==> src/design/mhe_pkg.sv <==
// Shared constants and codes of the min-heap extract block.
package mhe_pkg;

    // Number of keys the heap can hold.
    localparam int CAPACITY = 16;

    localparam int KEY_W   = 32;
    localparam int STAT_W  = 2;
    localparam int ENTRY_W = 5;

    // Store address width, fill count width and child index width.
    localparam int IDX_W   = (CAPACITY > 1) ? $clog2(CAPACITY) : 1;
    localparam int CNT_W   = $clog2(CAPACITY + 1);
    localparam int CHILD_W = IDX_W + 2;

    localparam logic OP_APPEND  = 1'b0;
    localparam logic OP_EXTRACT = 1'b1;

    localparam logic [STAT_W-1:0] ST_OK    = 2'd0;
    localparam logic [STAT_W-1:0] ST_EMPTY = 2'd1;
    localparam logic [STAT_W-1:0] ST_FULL  = 2'd2;

endpackage

==> src/design/mhe_req_if.sv <==
// Request channel of the min-heap extract block.
interface mhe_req_if;
    logic                             valid;
    logic                             ready;
    logic                             opcode;
    logic signed [mhe_pkg::KEY_W-1:0] key_value;

    modport source (output valid, output opcode, output key_value, input ready);
    modport sink   (input valid, input opcode, input key_value, output ready);
endinterface

==> src/design/mhe_rsp_if.sv <==
// Response channel of the min-heap extract block.
interface mhe_rsp_if;
    logic                               valid;
    logic                               ready;
    logic signed [mhe_pkg::KEY_W-1:0]   min_key;
    logic        [mhe_pkg::STAT_W-1:0]  status;
    logic        [mhe_pkg::ENTRY_W-1:0] entry_count;

    modport source (output valid, output min_key, output status, output entry_count,
                    input ready);
    modport sink   (input valid, input min_key, input status, input entry_count,
                    output ready);
endinterface

==> src/design/min_heap_extract.sv <==
// Binary min-heap of signed keys with append and extract-minimum transactions.
//
// The block keeps up to mhe_pkg::CAPACITY signed 32-bit keys in a single-port-read,
// single-port-write memory plus a fill count. An append transaction writes its key at
// the end of the heap (no sift-up: keys must arrive in heap order) and produces its
// response in a register on acceptance. An extract transaction returns the root: the
// sequencer reads the root, then reads the last entry, then checks whether the hole
// has a child. Each level the key moves down takes a read of the left child, a read
// of the right child with a compare, and the move of one entry. Where the key stops
// above a leaf, a final read of the children and compare comes before the key is
// written. With 16 entries at most 15 keys remain once the root is gone, so the key
// moves down at most 3 levels. The one memory read port and the single shared signed
// comparator make the sequencer take these reads and compares one at a time. Extract
// from an empty heap and append to a full heap answer with an error status and leave
// the heap as it was. Each request yields exactly one response transaction; a new
// request is taken once the previous response is gone or is being taken in the same
// cycle.
module min_heap_extract (
    input  logic          clk,
    input  logic          rst_n,
    mhe_req_if.sink       req,
    mhe_rsp_if.source     rsp
);

    typedef enum logic [2:0] {
        S_IDLE,
        S_ROOT,
        S_LAST,
        S_LEFT,
        S_RIGHT,
        S_PICK
    } state_t;

    // Heap storage; its contents are undefined until written.
    logic signed [mhe_pkg::KEY_W-1:0] heap_mem [mhe_pkg::CAPACITY];

    state_t                             state_reg,       state_next;
    logic        [mhe_pkg::CNT_W-1:0]   count_reg,       count_next;
    logic        [mhe_pkg::IDX_W-1:0]   pos_reg,         pos_next;
    logic signed [mhe_pkg::KEY_W-1:0]   key_reg,         key_next;
    logic signed [mhe_pkg::KEY_W-1:0]   best_val_reg,    best_val_next;
    logic        [mhe_pkg::IDX_W-1:0]   best_idx_reg,    best_idx_next;
    logic                               best_ok_reg,     best_ok_next;
    logic                               out_valid_reg,   out_valid_next;
    logic signed [mhe_pkg::KEY_W-1:0]   min_key_reg,     min_key_next;
    logic        [mhe_pkg::STAT_W-1:0]  status_reg,      status_next;
    logic        [mhe_pkg::ENTRY_W-1:0] entry_count_reg, entry_count_next;

    // Memory ports.
    logic        [mhe_pkg::IDX_W-1:0] rd_addr;
    logic signed [mhe_pkg::KEY_W-1:0] rd_data_reg;
    logic                             wr_en;
    logic        [mhe_pkg::IDX_W-1:0] wr_addr;
    logic signed [mhe_pkg::KEY_W-1:0] wr_data;

    // The shared comparator.
    logic signed [mhe_pkg::KEY_W-1:0] cmp_a;
    logic signed [mhe_pkg::KEY_W-1:0] cmp_b;
    logic                             cmp_lt;

    // Child positions of the current hole, wide enough never to wrap.
    logic [mhe_pkg::CHILD_W-1:0] left_idx;
    logic [mhe_pkg::CHILD_W-1:0] right_idx;
    logic [mhe_pkg::CHILD_W-1:0] count_ext;
    logic                        left_in;
    logic                        right_in;

    logic req_take;
    logic out_free;

    assign left_idx  = {1'b0, pos_reg, 1'b1};
    assign right_idx = left_idx + mhe_pkg::CHILD_W'(1);
    assign count_ext = mhe_pkg::CHILD_W'(count_reg);
    assign left_in   = (left_idx < count_ext);
    assign right_in  = (right_idx < count_ext);

    assign cmp_lt = (cmp_a < cmp_b);

    // A new request waits until the previous response has left or is leaving now.
    assign out_free  = !out_valid_reg || rsp.ready;
    assign req.ready = (state_reg == S_IDLE) && out_free;
    assign req_take  = req.valid && req.ready;

    assign rsp.valid       = out_valid_reg;
    assign rsp.min_key     = min_key_reg;
    assign rsp.status      = status_reg;
    assign rsp.entry_count = entry_count_reg;

    always_comb
    begin
        state_next       = state_reg;
        count_next       = count_reg;
        pos_next         = pos_reg;
        key_next         = key_reg;
        best_val_next    = best_val_reg;
        best_idx_next    = best_idx_reg;
        best_ok_next     = best_ok_reg;
        out_valid_next   = out_valid_reg && !rsp.ready;
        min_key_next     = min_key_reg;
        status_next      = status_reg;
        entry_count_next = entry_count_reg;

        rd_addr = '0;
        wr_en   = 1'b0;
        wr_addr = pos_reg;
        wr_data = key_reg;
        cmp_a   = rd_data_reg;
        cmp_b   = key_reg;

        case (state_reg)
            S_IDLE:
            begin
                // The root is always fetched so that it is ready if this is an extract.
                rd_addr = '0;
                if (req_take)
                begin
                    if (req.opcode == mhe_pkg::OP_APPEND)
                    begin
                        min_key_next   = '0;
                        out_valid_next = 1'b1;
                        if (count_reg >= mhe_pkg::CNT_W'(mhe_pkg::CAPACITY))
                        begin
                            status_next      = mhe_pkg::ST_FULL;
                            entry_count_next = mhe_pkg::ENTRY_W'(count_reg);
                        end
                        else
                        begin
                            wr_en            = 1'b1;
                            wr_addr          = count_reg[mhe_pkg::IDX_W-1:0];
                            wr_data          = req.key_value;
                            count_next       = count_reg + mhe_pkg::CNT_W'(1);
                            status_next      = mhe_pkg::ST_OK;
                            entry_count_next = mhe_pkg::ENTRY_W'(count_next);
                        end
                    end
                    else if (count_reg == '0)
                    begin
                        min_key_next     = '0;
                        status_next      = mhe_pkg::ST_EMPTY;
                        entry_count_next = mhe_pkg::ENTRY_W'(count_reg);
                        out_valid_next   = 1'b1;
                    end
                    else
                    begin
                        state_next = S_ROOT;
                    end
                end
            end

            S_ROOT:
            begin
                // Root arrives; fetch the last entry, which becomes the sifted key.
                min_key_next = rd_data_reg;
                rd_addr      = mhe_pkg::IDX_W'(count_reg - mhe_pkg::CNT_W'(1));
                state_next   = S_LAST;
            end

            S_LAST:
            begin
                key_next   = rd_data_reg;
                count_next = count_reg - mhe_pkg::CNT_W'(1);
                pos_next   = '0;
                state_next = S_LEFT;
            end

            S_LEFT:
            begin
                if (left_in)
                begin
                    rd_addr    = left_idx[mhe_pkg::IDX_W-1:0];
                    state_next = S_RIGHT;
                end
                else
                begin
                    // The hole is a leaf: the key settles here.
                    wr_en            = 1'b1;
                    wr_addr          = pos_reg;
                    wr_data          = key_reg;
                    status_next      = mhe_pkg::ST_OK;
                    entry_count_next = mhe_pkg::ENTRY_W'(count_reg);
                    out_valid_next   = 1'b1;
                    state_next       = S_IDLE;
                end
            end

            S_RIGHT:
            begin
                // Left child against the sifted key.
                cmp_a   = rd_data_reg;
                cmp_b   = key_reg;
                rd_addr = right_idx[mhe_pkg::IDX_W-1:0];
                if (cmp_lt)
                begin
                    best_ok_next  = 1'b1;
                    best_idx_next = left_idx[mhe_pkg::IDX_W-1:0];
                    best_val_next = rd_data_reg;
                end
                else
                begin
                    best_ok_next  = 1'b0;
                    best_val_next = key_reg;
                end
                state_next = S_PICK;
            end

            S_PICK:
            begin
                // Right child against the smaller of key and left child; a tie keeps the earlier choice.
                cmp_a = rd_data_reg;
                cmp_b = best_val_reg;
                if (right_in && cmp_lt)
                begin
                    wr_en      = 1'b1;
                    wr_addr    = pos_reg;
                    wr_data    = rd_data_reg;
                    pos_next   = right_idx[mhe_pkg::IDX_W-1:0];
                    state_next = S_LEFT;
                end
                else if (best_ok_reg)
                begin
                    wr_en      = 1'b1;
                    wr_addr    = pos_reg;
                    wr_data    = best_val_reg;
                    pos_next   = best_idx_reg;
                    state_next = S_LEFT;
                end
                else
                begin
                    wr_en            = 1'b1;
                    wr_addr          = pos_reg;
                    wr_data          = key_reg;
                    status_next      = mhe_pkg::ST_OK;
                    entry_count_next = mhe_pkg::ENTRY_W'(count_reg);
                    out_valid_next   = 1'b1;
                    state_next       = S_IDLE;
                end
            end

            default:
            begin
                state_next = S_IDLE;
            end
        endcase
    end

    always_ff @(posedge clk or negedge rst_n)
    begin
        if (!rst_n)
        begin
            state_reg       <= S_IDLE;
            count_reg       <= '0;
            pos_reg         <= '0;
            key_reg         <= '0;
            best_val_reg    <= '0;
            best_idx_reg    <= '0;
            best_ok_reg     <= 1'b0;
            out_valid_reg   <= 1'b0;
            min_key_reg     <= '0;
            status_reg      <= mhe_pkg::ST_OK;
            entry_count_reg <= '0;
        end
        else
        begin
            state_reg       <= state_next;
            count_reg       <= count_next;
            pos_reg         <= pos_next;
            key_reg         <= key_next;
            best_val_reg    <= best_val_next;
            best_idx_reg    <= best_idx_next;
            best_ok_reg     <= best_ok_next;
            out_valid_reg   <= out_valid_next;
            min_key_reg     <= min_key_next;
            status_reg      <= status_next;
            entry_count_reg <= entry_count_next;
        end
    end

    // Heap memory: one write and one registered read per cycle.
    always_ff @(posedge clk)
    begin
        if (wr_en)
        begin
            heap_mem[wr_addr] <= wr_data;
        end
        rd_data_reg <= heap_mem[rd_addr];
    end

`ifndef SYNTHESIS
    // The fill count never passes the capacity.
    assert property (@(posedge clk) disable iff (!rst_n)
        count_reg <= mhe_pkg::CNT_W'(mhe_pkg::CAPACITY))
        else $error("heap count exceeds capacity");

    // An extract from an empty heap is answered from a register with the empty status.
    assert property (@(posedge clk) disable iff (!rst_n)
        (req.valid && req.ready && (req.opcode == mhe_pkg::OP_EXTRACT) && (count_reg == '0))
        |=> (rsp.valid && (rsp.status == mhe_pkg::ST_EMPTY)))
        else $error("empty extract not flagged");

    // While choosing a child, the hole lies inside the heap.
    assert property (@(posedge clk) disable iff (!rst_n)
        (state_reg == S_PICK) |-> (mhe_pkg::CHILD_W'(pos_reg) < count_ext))
        else $error("sift position outside heap");

    // A response's key and status are never overwritten while it waits.
    assert property (@(posedge clk) disable iff (!rst_n)
        (rsp.valid && !rsp.ready) |=> (rsp.valid && $stable(rsp.min_key)
                                       && $stable(rsp.status)))
        else $error("pending response changed");
`endif

endmodule
==> src/flat_wrapper.sv <==
// flat-port wrapper written by rule: the top's interface ports become plain ports
module min_heap_extract_flat 
  (clk, rst_n, req_valid, req_opcode, req_key_value, req_ready, rsp_valid, rsp_min_key, rsp_status, rsp_entry_count, rsp_ready);
  mhe_req_if req_i ();
  mhe_rsp_if rsp_i ();
  input  logic clk;
  input  logic rst_n;
  input wire logic [$bits(req_i.valid)-1:0] req_valid;
  input wire logic [$bits(req_i.opcode)-1:0] req_opcode;
  input wire logic [$bits(req_i.key_value)-1:0] req_key_value;
  output wire logic [$bits(req_i.ready)-1:0] req_ready;
  output wire logic [$bits(rsp_i.valid)-1:0] rsp_valid;
  output wire logic [$bits(rsp_i.min_key)-1:0] rsp_min_key;
  output wire logic [$bits(rsp_i.status)-1:0] rsp_status;
  output wire logic [$bits(rsp_i.entry_count)-1:0] rsp_entry_count;
  input wire logic [$bits(rsp_i.ready)-1:0] rsp_ready;
  assign req_i.valid = req_valid;
  assign req_i.opcode = req_opcode;
  assign req_i.key_value = req_key_value;
  assign req_ready = req_i.ready;
  assign rsp_valid = rsp_i.valid;
  assign rsp_min_key = rsp_i.min_key;
  assign rsp_status = rsp_i.status;
  assign rsp_entry_count = rsp_i.entry_count;
  assign rsp_i.ready = rsp_ready;
  min_heap_extract u_core (.clk(clk), .rst_n(rst_n), .req(req_i), .rsp(rsp_i));
endmodule
==> config.mk <==
export PLATFORM = sky130hd
export DESIGN_NAME = min_heap_extract_flat
export DESIGN_NICKNAME = d
export VERILOG_FILES = /design/src/design/mhe_pkg.sv /design/src/design/mhe_req_if.sv /design/src/design/mhe_rsp_if.sv /design/src/design/min_heap_extract.sv /design/src/flat_wrapper.sv
export SDC_FILE = /design/constraint.sdc
export NUM_CORES = 1
export LEC_CHECK = 0
export BUFFER_PORTS_ARGS = -buffer_cell sky130_fd_sc_hd__buf_2
export CORE_UTILIZATION = 49
export CTS_BUF_LIST = sky130_fd_sc_hd__clkbuf_2
export DETAILED_ROUTE_END_ITERATION = 8
export PLACE_DENSITY = 0.65
export SLEW_MARGIN = 20
export SYNTH_ARGS = -nofsm -noshare
export SYNTH_HDL_FRONTEND = slang
export SYNTH_SLANG_ARGS = --single-unit
==> constraint.sdc <==
create_clock -name clk -period 9.1 [get_ports clk]
set_clock_uncertainty 0.2 [all_clocks]
set_input_delay 1.82 -clock clk [delete_from_list [all_inputs] [get_ports clk]]
set_output_delay 1.82 -clock clk [all_outputs]
set_load 0.01 [all_outputs]
# After elaboration in Yosys (flattened, before gate mapping)
# Memory sizes are Yosys's and may differ from the RTL's. A register that Yosys moved wholly into a read port is not among the register bits.
# Cells that the tools add are included.
[totals]
reg_bits = 121
mem_bits_rw = 512
input_bits = 37
word_cells = 114
memories = 1
[classes]
n_addsub = 3
order_cmp = 4
n_eq_ne = 14
n_mux = 62
n_reduce_logical = 19
[memory_table]
columns = ["memory", "words", "width", "rd", "rd_clocked_by_memory_dff", "wr", "line_no", "text"]
rows = [
  ["u_core.heap_mem", 16, 32, 1, 1, 1, "min_heap_extract.sv:35", "logic signed [mhe_pkg::KEY_W-1:0] heap_mem [mhe_pkg::CAPACITY];"],
]
[ops]
columns = ["cell", "n"]
rows = [
  ["$mux W32", 10],
  ["$pmux W32 S2", 2],
  ["$mux W5", 9],
  ["$lt A32 B32 Y1", 1],
  ["$mux W4", 7],
  ["$pmux W3 S6", 1],
  ["$mux W2", 8],
  ["$mux W3", 5],
  ["$pmux W5 S3", 1],
  ["$mux W1", 13],
  ["$ne A2 B2 Y1 const B", 6],
  ["$pmux W4 S3", 1],
  ["$pmux W5 S2", 1],
  ["$reduce_and A3 Y1", 3],
  ["$pmux W4 S2", 1],
  ["$add A5 B1 Y6 const B", 1],
  ["$eq A3 B2 Y1 const B", 2],
  ["$eq A3 B3 Y1 const B", 2],
  ["$lt A6 B5 Y1", 1],
  ["$pmux W1 S3", 2],
  ["$pmux W2 S3", 1],
  ["$reduce_and A6 Y1", 1],
  ["$reduce_bool A2 Y1", 3],
  ["$add A5 B1 Y5 const B", 1],
  ["14 further kinds", 19],
]

# Depth between registers and ports, before layout
[logic_depth]
depth_word = 8
ltp_mapped = 15
ltp_nobuf = 11

# Worst setup path before layout
# Ideal clock, no wire load.
[synth_timing]
path_kind = "input port to flip-flop"
from = "input rsp_ready"
to = "memory u_core.heap_mem[15][0] (netlist bit) (enable)"
setup_time_ns = 0.432
t_arrival_ns = 4.623
t_required_ns = 8.468
slack_ns = 3.846
stages = 8
n_path_buf = 2
cell_sequence = "nor2b_1 > nand2b_1 > or4_1 > buf_2 > buf_2 > nor3_1 > a31oi_1 > a21oi_1"
[synth_between]
elab_chain_len = 7
word_cells_on_any_way = 9
cone_classes = "mux: 6; reduce/logical: 3"
[synth_rtl]
columns = ["item", "line_no", "text"]
rows = [
  ["from (decl)", "flat_wrapper.sv:16", "input wire logic [$bits(rsp_i.ready)-1:0] rsp_ready;"],
  ["$logic_or A1 B1 Y1 (*)", "min_heap_extract.sv:80", "assign out_free = !out_valid_reg || rsp.ready;"],
  ["$logic_and A1 B1 Y1 (*)", "min_heap_extract.sv:81", "assign req.ready = (state_reg == S_IDLE) && out_free;"],
  ["$logic_and A1 B1 Y1 (*)", "min_heap_extract.sv:82", "assign req_take = req.valid && req.ready;"],
  ["$mux W1", "min_heap_extract.sv:115", "if (req_take)"],
  ["$pmux W1 S3", "min_heap_extract.sv:110", "case (state_reg)"],
  ["$mux W1", "min_heap_extract.sv:281", "if (wr_en)"],
  ["$mux W1 (implied by the code)", "min_heap_extract.sv:283", "heap_mem[wr_addr] <= wr_data;"],
  ["to (decl)", "min_heap_extract.sv:35", ""],
]
# Every way passes the cells marked *; elsewhere a longest branch is shown, timed or not.

# Final worst setup path
[layout_timing]
from = "register u_core.state_reg[0]"
to = "memory u_core.heap_mem[14][23] (netlist bit), data pin"
[layout_between]
elab_chain_len = 6
word_cells_on_any_way = 10
cone_classes = "order compare: 1; eq/ne: 1; mux: 4; reduce/logical: 4"
[layout_rtl]
columns = ["item", "line_no", "text"]
rows = [
  ["from (decl)", "min_heap_extract.sv:37", "state_t state_reg, state_next;"],
  ["from (signal assigned)", "min_heap_extract.sv:264", "state_reg <= state_next;"],
  ["$eq A3 B3 Y1", "min_heap_extract.sv:110", ""],
  ["$mux W32", "min_heap_extract.sv:110", ""],
  ["$lt A32 B32 Y1", "min_heap_extract.sv:77", "assign cmp_lt = (cmp_a < cmp_b);"],
  ["$logic_and A1 B1 Y1", "min_heap_extract.sv:211", "if (right_in && cmp_lt)"],
  ["$mux W32", "min_heap_extract.sv:211", ""],
  ["$pmux W32 S2 (*)", "min_heap_extract.sv:110", ""],
  ["named net u_core.wr_data, one bit", "min_heap_extract.sv:54", "logic signed [mhe_pkg::KEY_W-1:0] wr_data;"],
]
# Mark *: on every way through the listed nets, which the timed path passes. The rest lies on a longest branch.

==> metrics <==
Post-CTS Hold Buffers 0; Die Area 57300 sq um; setup TNS 0 ns; minimum clock period 6.02 ns; Hold Fails Final Rpt 0; share of cells above drive strength 1 29.0%; Int Pwr 6.76 mW; share of flip-flops with an asynchronous set or reset 18.2%; Via-to-Cell Ratio 6.04; die extent in x 239 um; Max Slew Vio Count 0; Longest Clk Path Bufs 3; period utilization 66.1%; GR Util All Layers 26.0%; first-pass GRT wire length 107000 um; Congestion Overflow GR 0; # nets final 1930; CP required 9.93 ns; count of cell types in the netlist 61; # Max-Cap Violations 0; power share of the combinational group 40.2%; Setup Buffers After CTS 0; CTS tree done; Achievable Freq 166 MHz; Area Overhead vs Synth 11.0%; vias in the first global route 16718; CP Capture Type flop; Yosys reg bits 665; outcome complete, no violations; Synth area leader edfxtp_1; power per cell area 363 nW/um^2; Hold Crit Class input port to async pin; Leak 11.4 nW; largest net degree at the start of global routing 105; sequential-to-total area share from yosys stat 68.9%; starting density of the core 49.9%; RSZ-0062 raised after global routing false; Arr. time, crit path 6.84 ns; Post-synth EDFFs 512; Net Sw Power 4.37 mW; worst vdd ir 0.635 mV; Antenna Nets Post-Route 0; Clock Root Buffer clkbuf_2; FP Rows 86; crit path launch type flop; clock group share of total power 18.1%; CTS Buf Count 167; IO Count 78; post-cts sizing count 0; Die H 239 um; Top reg by flops u_core.heap_mem; Clock Latency Late Sink 1.36 ns; syn_nets 1746; initial antenna violation count 2; power share of the sequential group 41.8%; Largest register FFs 512; Ys Warns 0; maximum fanout along the worst path 42; end-of-flow core utilization 55.3%; core footprint 55400 sq um; port buffer count 77; synthesized area 27600 sq um; gpl congestion 0.830; clk slew on worst S/H paths 0.12 ns; Num Clock Sinks 665; H-tree levels 4; router iterations before antenna repair 6; Detailed Place HPWL 38100 um; post-DR wirelength/cell 26.2 um; Avg Cell Area, Syn 16.6 sq um; DRC Markers 0; WL final 71600 um; predominant post-synthesis flop cell edfxtp_1; Setup-failing EPs final 0; top cells by area, synth edfxtp_1 (56%), dfrtp_1 (11%), mux4_2 (10%), mux2i_1 (4.5%), nand2_1 (2.7%); worst setup path class flop to flop; initial DRC count 1775; Worst Tran Pin Value 1.07 ns; Slew headroom 28.3%; Synth Instances 1666; switching share of power 39.3%; via count 16553; post-synth top area share 55.6%
[synthesized netlist by cell type, types with 7 or more instances]
cell	n
ha_1	43
xnor2_1	9
o211ai_1	8
a221o_1	30
mux2_2	8
a32o_1	17
mux4_2	128
a211oi_1	10
a31oi_1	41
mux2i_1	125
dfxtp_1	32
and3_1	7
buf_2	30
a22o_1	32
o21ai_0	17
a21oi_1	45
inv_1	14
dfrtp_1	121
nand3_1	12
nand4_1	7
clkbuf_1	57
buf_1	14
a31o_2	14
nor2_1	60
nand2_1	201
edfxtp_1	512
[through the flow]
stage	total power [mW]	std cells	hold slack (ns)	setup WS [ns]	cell area (sq um)
after floorplan	7.75	1666	0.235	3.85	27600
after global placement	9.04	2429	0.251	3.54	29100
after detailed placement	9.16	2429	0.253	3.29	29100
after CTS	11.2	2737	0.123	3.25	30700
after global routing	11.8	2739	0.190	2.74	30700
final	11.1	2739	0.275	3.08	30700
[layer usage]
layer / up-vias / track usage, % / wire, um
met1: 8511 / 36.3 / 30600
met5: - / 0 / 0
met3: 105 / 7.50 / 6460
met2: 820 / 39.1 / 33000
met4: 0 / 8.92 / 1610
li1: 7117 / - / -
[area by class of cell]
type / count / area [sq um]
repair buffers: 116 / 697
inverters: 15 / 56.3
clock inverters: 48 / 250
multi-input cells: 885 / 8370
fillers: 4403 / 24800
diodes: 2 / 5.00
well taps: 748 / 936
flip-flops and latches: 665 / 19000
clock buffers: 260 / 1300
[power by group through the flow]
| stage | clock network [mW] | logic (mW) | registers (mW) |
|---|---|---|---|
| finish | 2.01 | 4.47 | 4.65 |
| detailed placement | 0 | 4.46 | 4.70 |
| global placement | 0 | 4.35 | 4.70 |
| floorplan | 0 | 3.25 | 4.50 |
| global route | 2.22 | 4.86 | 4.69 |
| CTS | 2.06 | 4.48 | 4.63 |
[path summary, 6_finish.rpt]
check | start | endpoint | slack [ns] | depth (start not counted)
max | u_core.state_reg[0]$_DFFE_PN0P_ | u_core.heap_mem[14][23]$_DFFE_PP_ | 3.08 | 13
min | rst_n | u_core.count_reg[3]$_DFFE_PN0P_ | 0.28 | 1
max reg2reg | u_core.state_reg[0]$_DFFE_PN0P_ | u_core.heap_mem[14][23]$_DFFE_PP_ | 3.08 | 13
min reg2reg | u_core.best_idx_reg[0]$_DFFE_PN0P_ | u_core.best_idx_reg[0]$_DFFE_PN0P_ | 0.28 | 1
max in group asynchronous | rst_n | u_core.rsp.min_key[29]$_DFFE_PN0P_ | 7.00 | 2
min in group clk | u_core.best_idx_reg[0]$_DFFE_PN0P_ | u_core.best_idx_reg[0]$_DFFE_PN0P_ | 0.28 | 1
[layout by cell type, fill, tap and decap left out, types with 38 or more instances in the layout]
cell type,Yosys,final
a31oi_1,41,41
nor2_1,60,50
edfxtp_1,512,512
nand2_1,201,201
buf_4,0,38
buf_2,30,76
clkbuf_2,0,260
ha_1,43,43
dfrtp_1,121,121
mux2i_1,125,125
mux4_2,128,128
[critical path, stage by stage (launching register included)]
cell      delay [ns]
dfrtp_1         0.70
and3b_2         0.29
buf_4           0.53
mux2i_1         0.21
ha_1            0.35
nand4_1         0.15
nor4_1          0.59
nand4_1         0.23
a21oi_1         0.33
nor4b_4         0.10
buf_4           0.21
a211oi_4        0.73
buf_4           0.47
a221o_1         0.58
[cells by family (layout without fill, tap and decap cells)]
group	count (synthesis)	in the layout	share of synthesized area, %
DFF	665	665	68.9
and+or+nand+nor	320	320	4.94
muxes	261	261	15.3
AOI/OAI and AO/OA	249	249	6.82
buffers and inverters	116	439	1.71
adders and majority gates	43	43	1.95
xor gates and xnor gates	12	12	0.380
other	0	2	0
(Power assumes the default switching activity.)
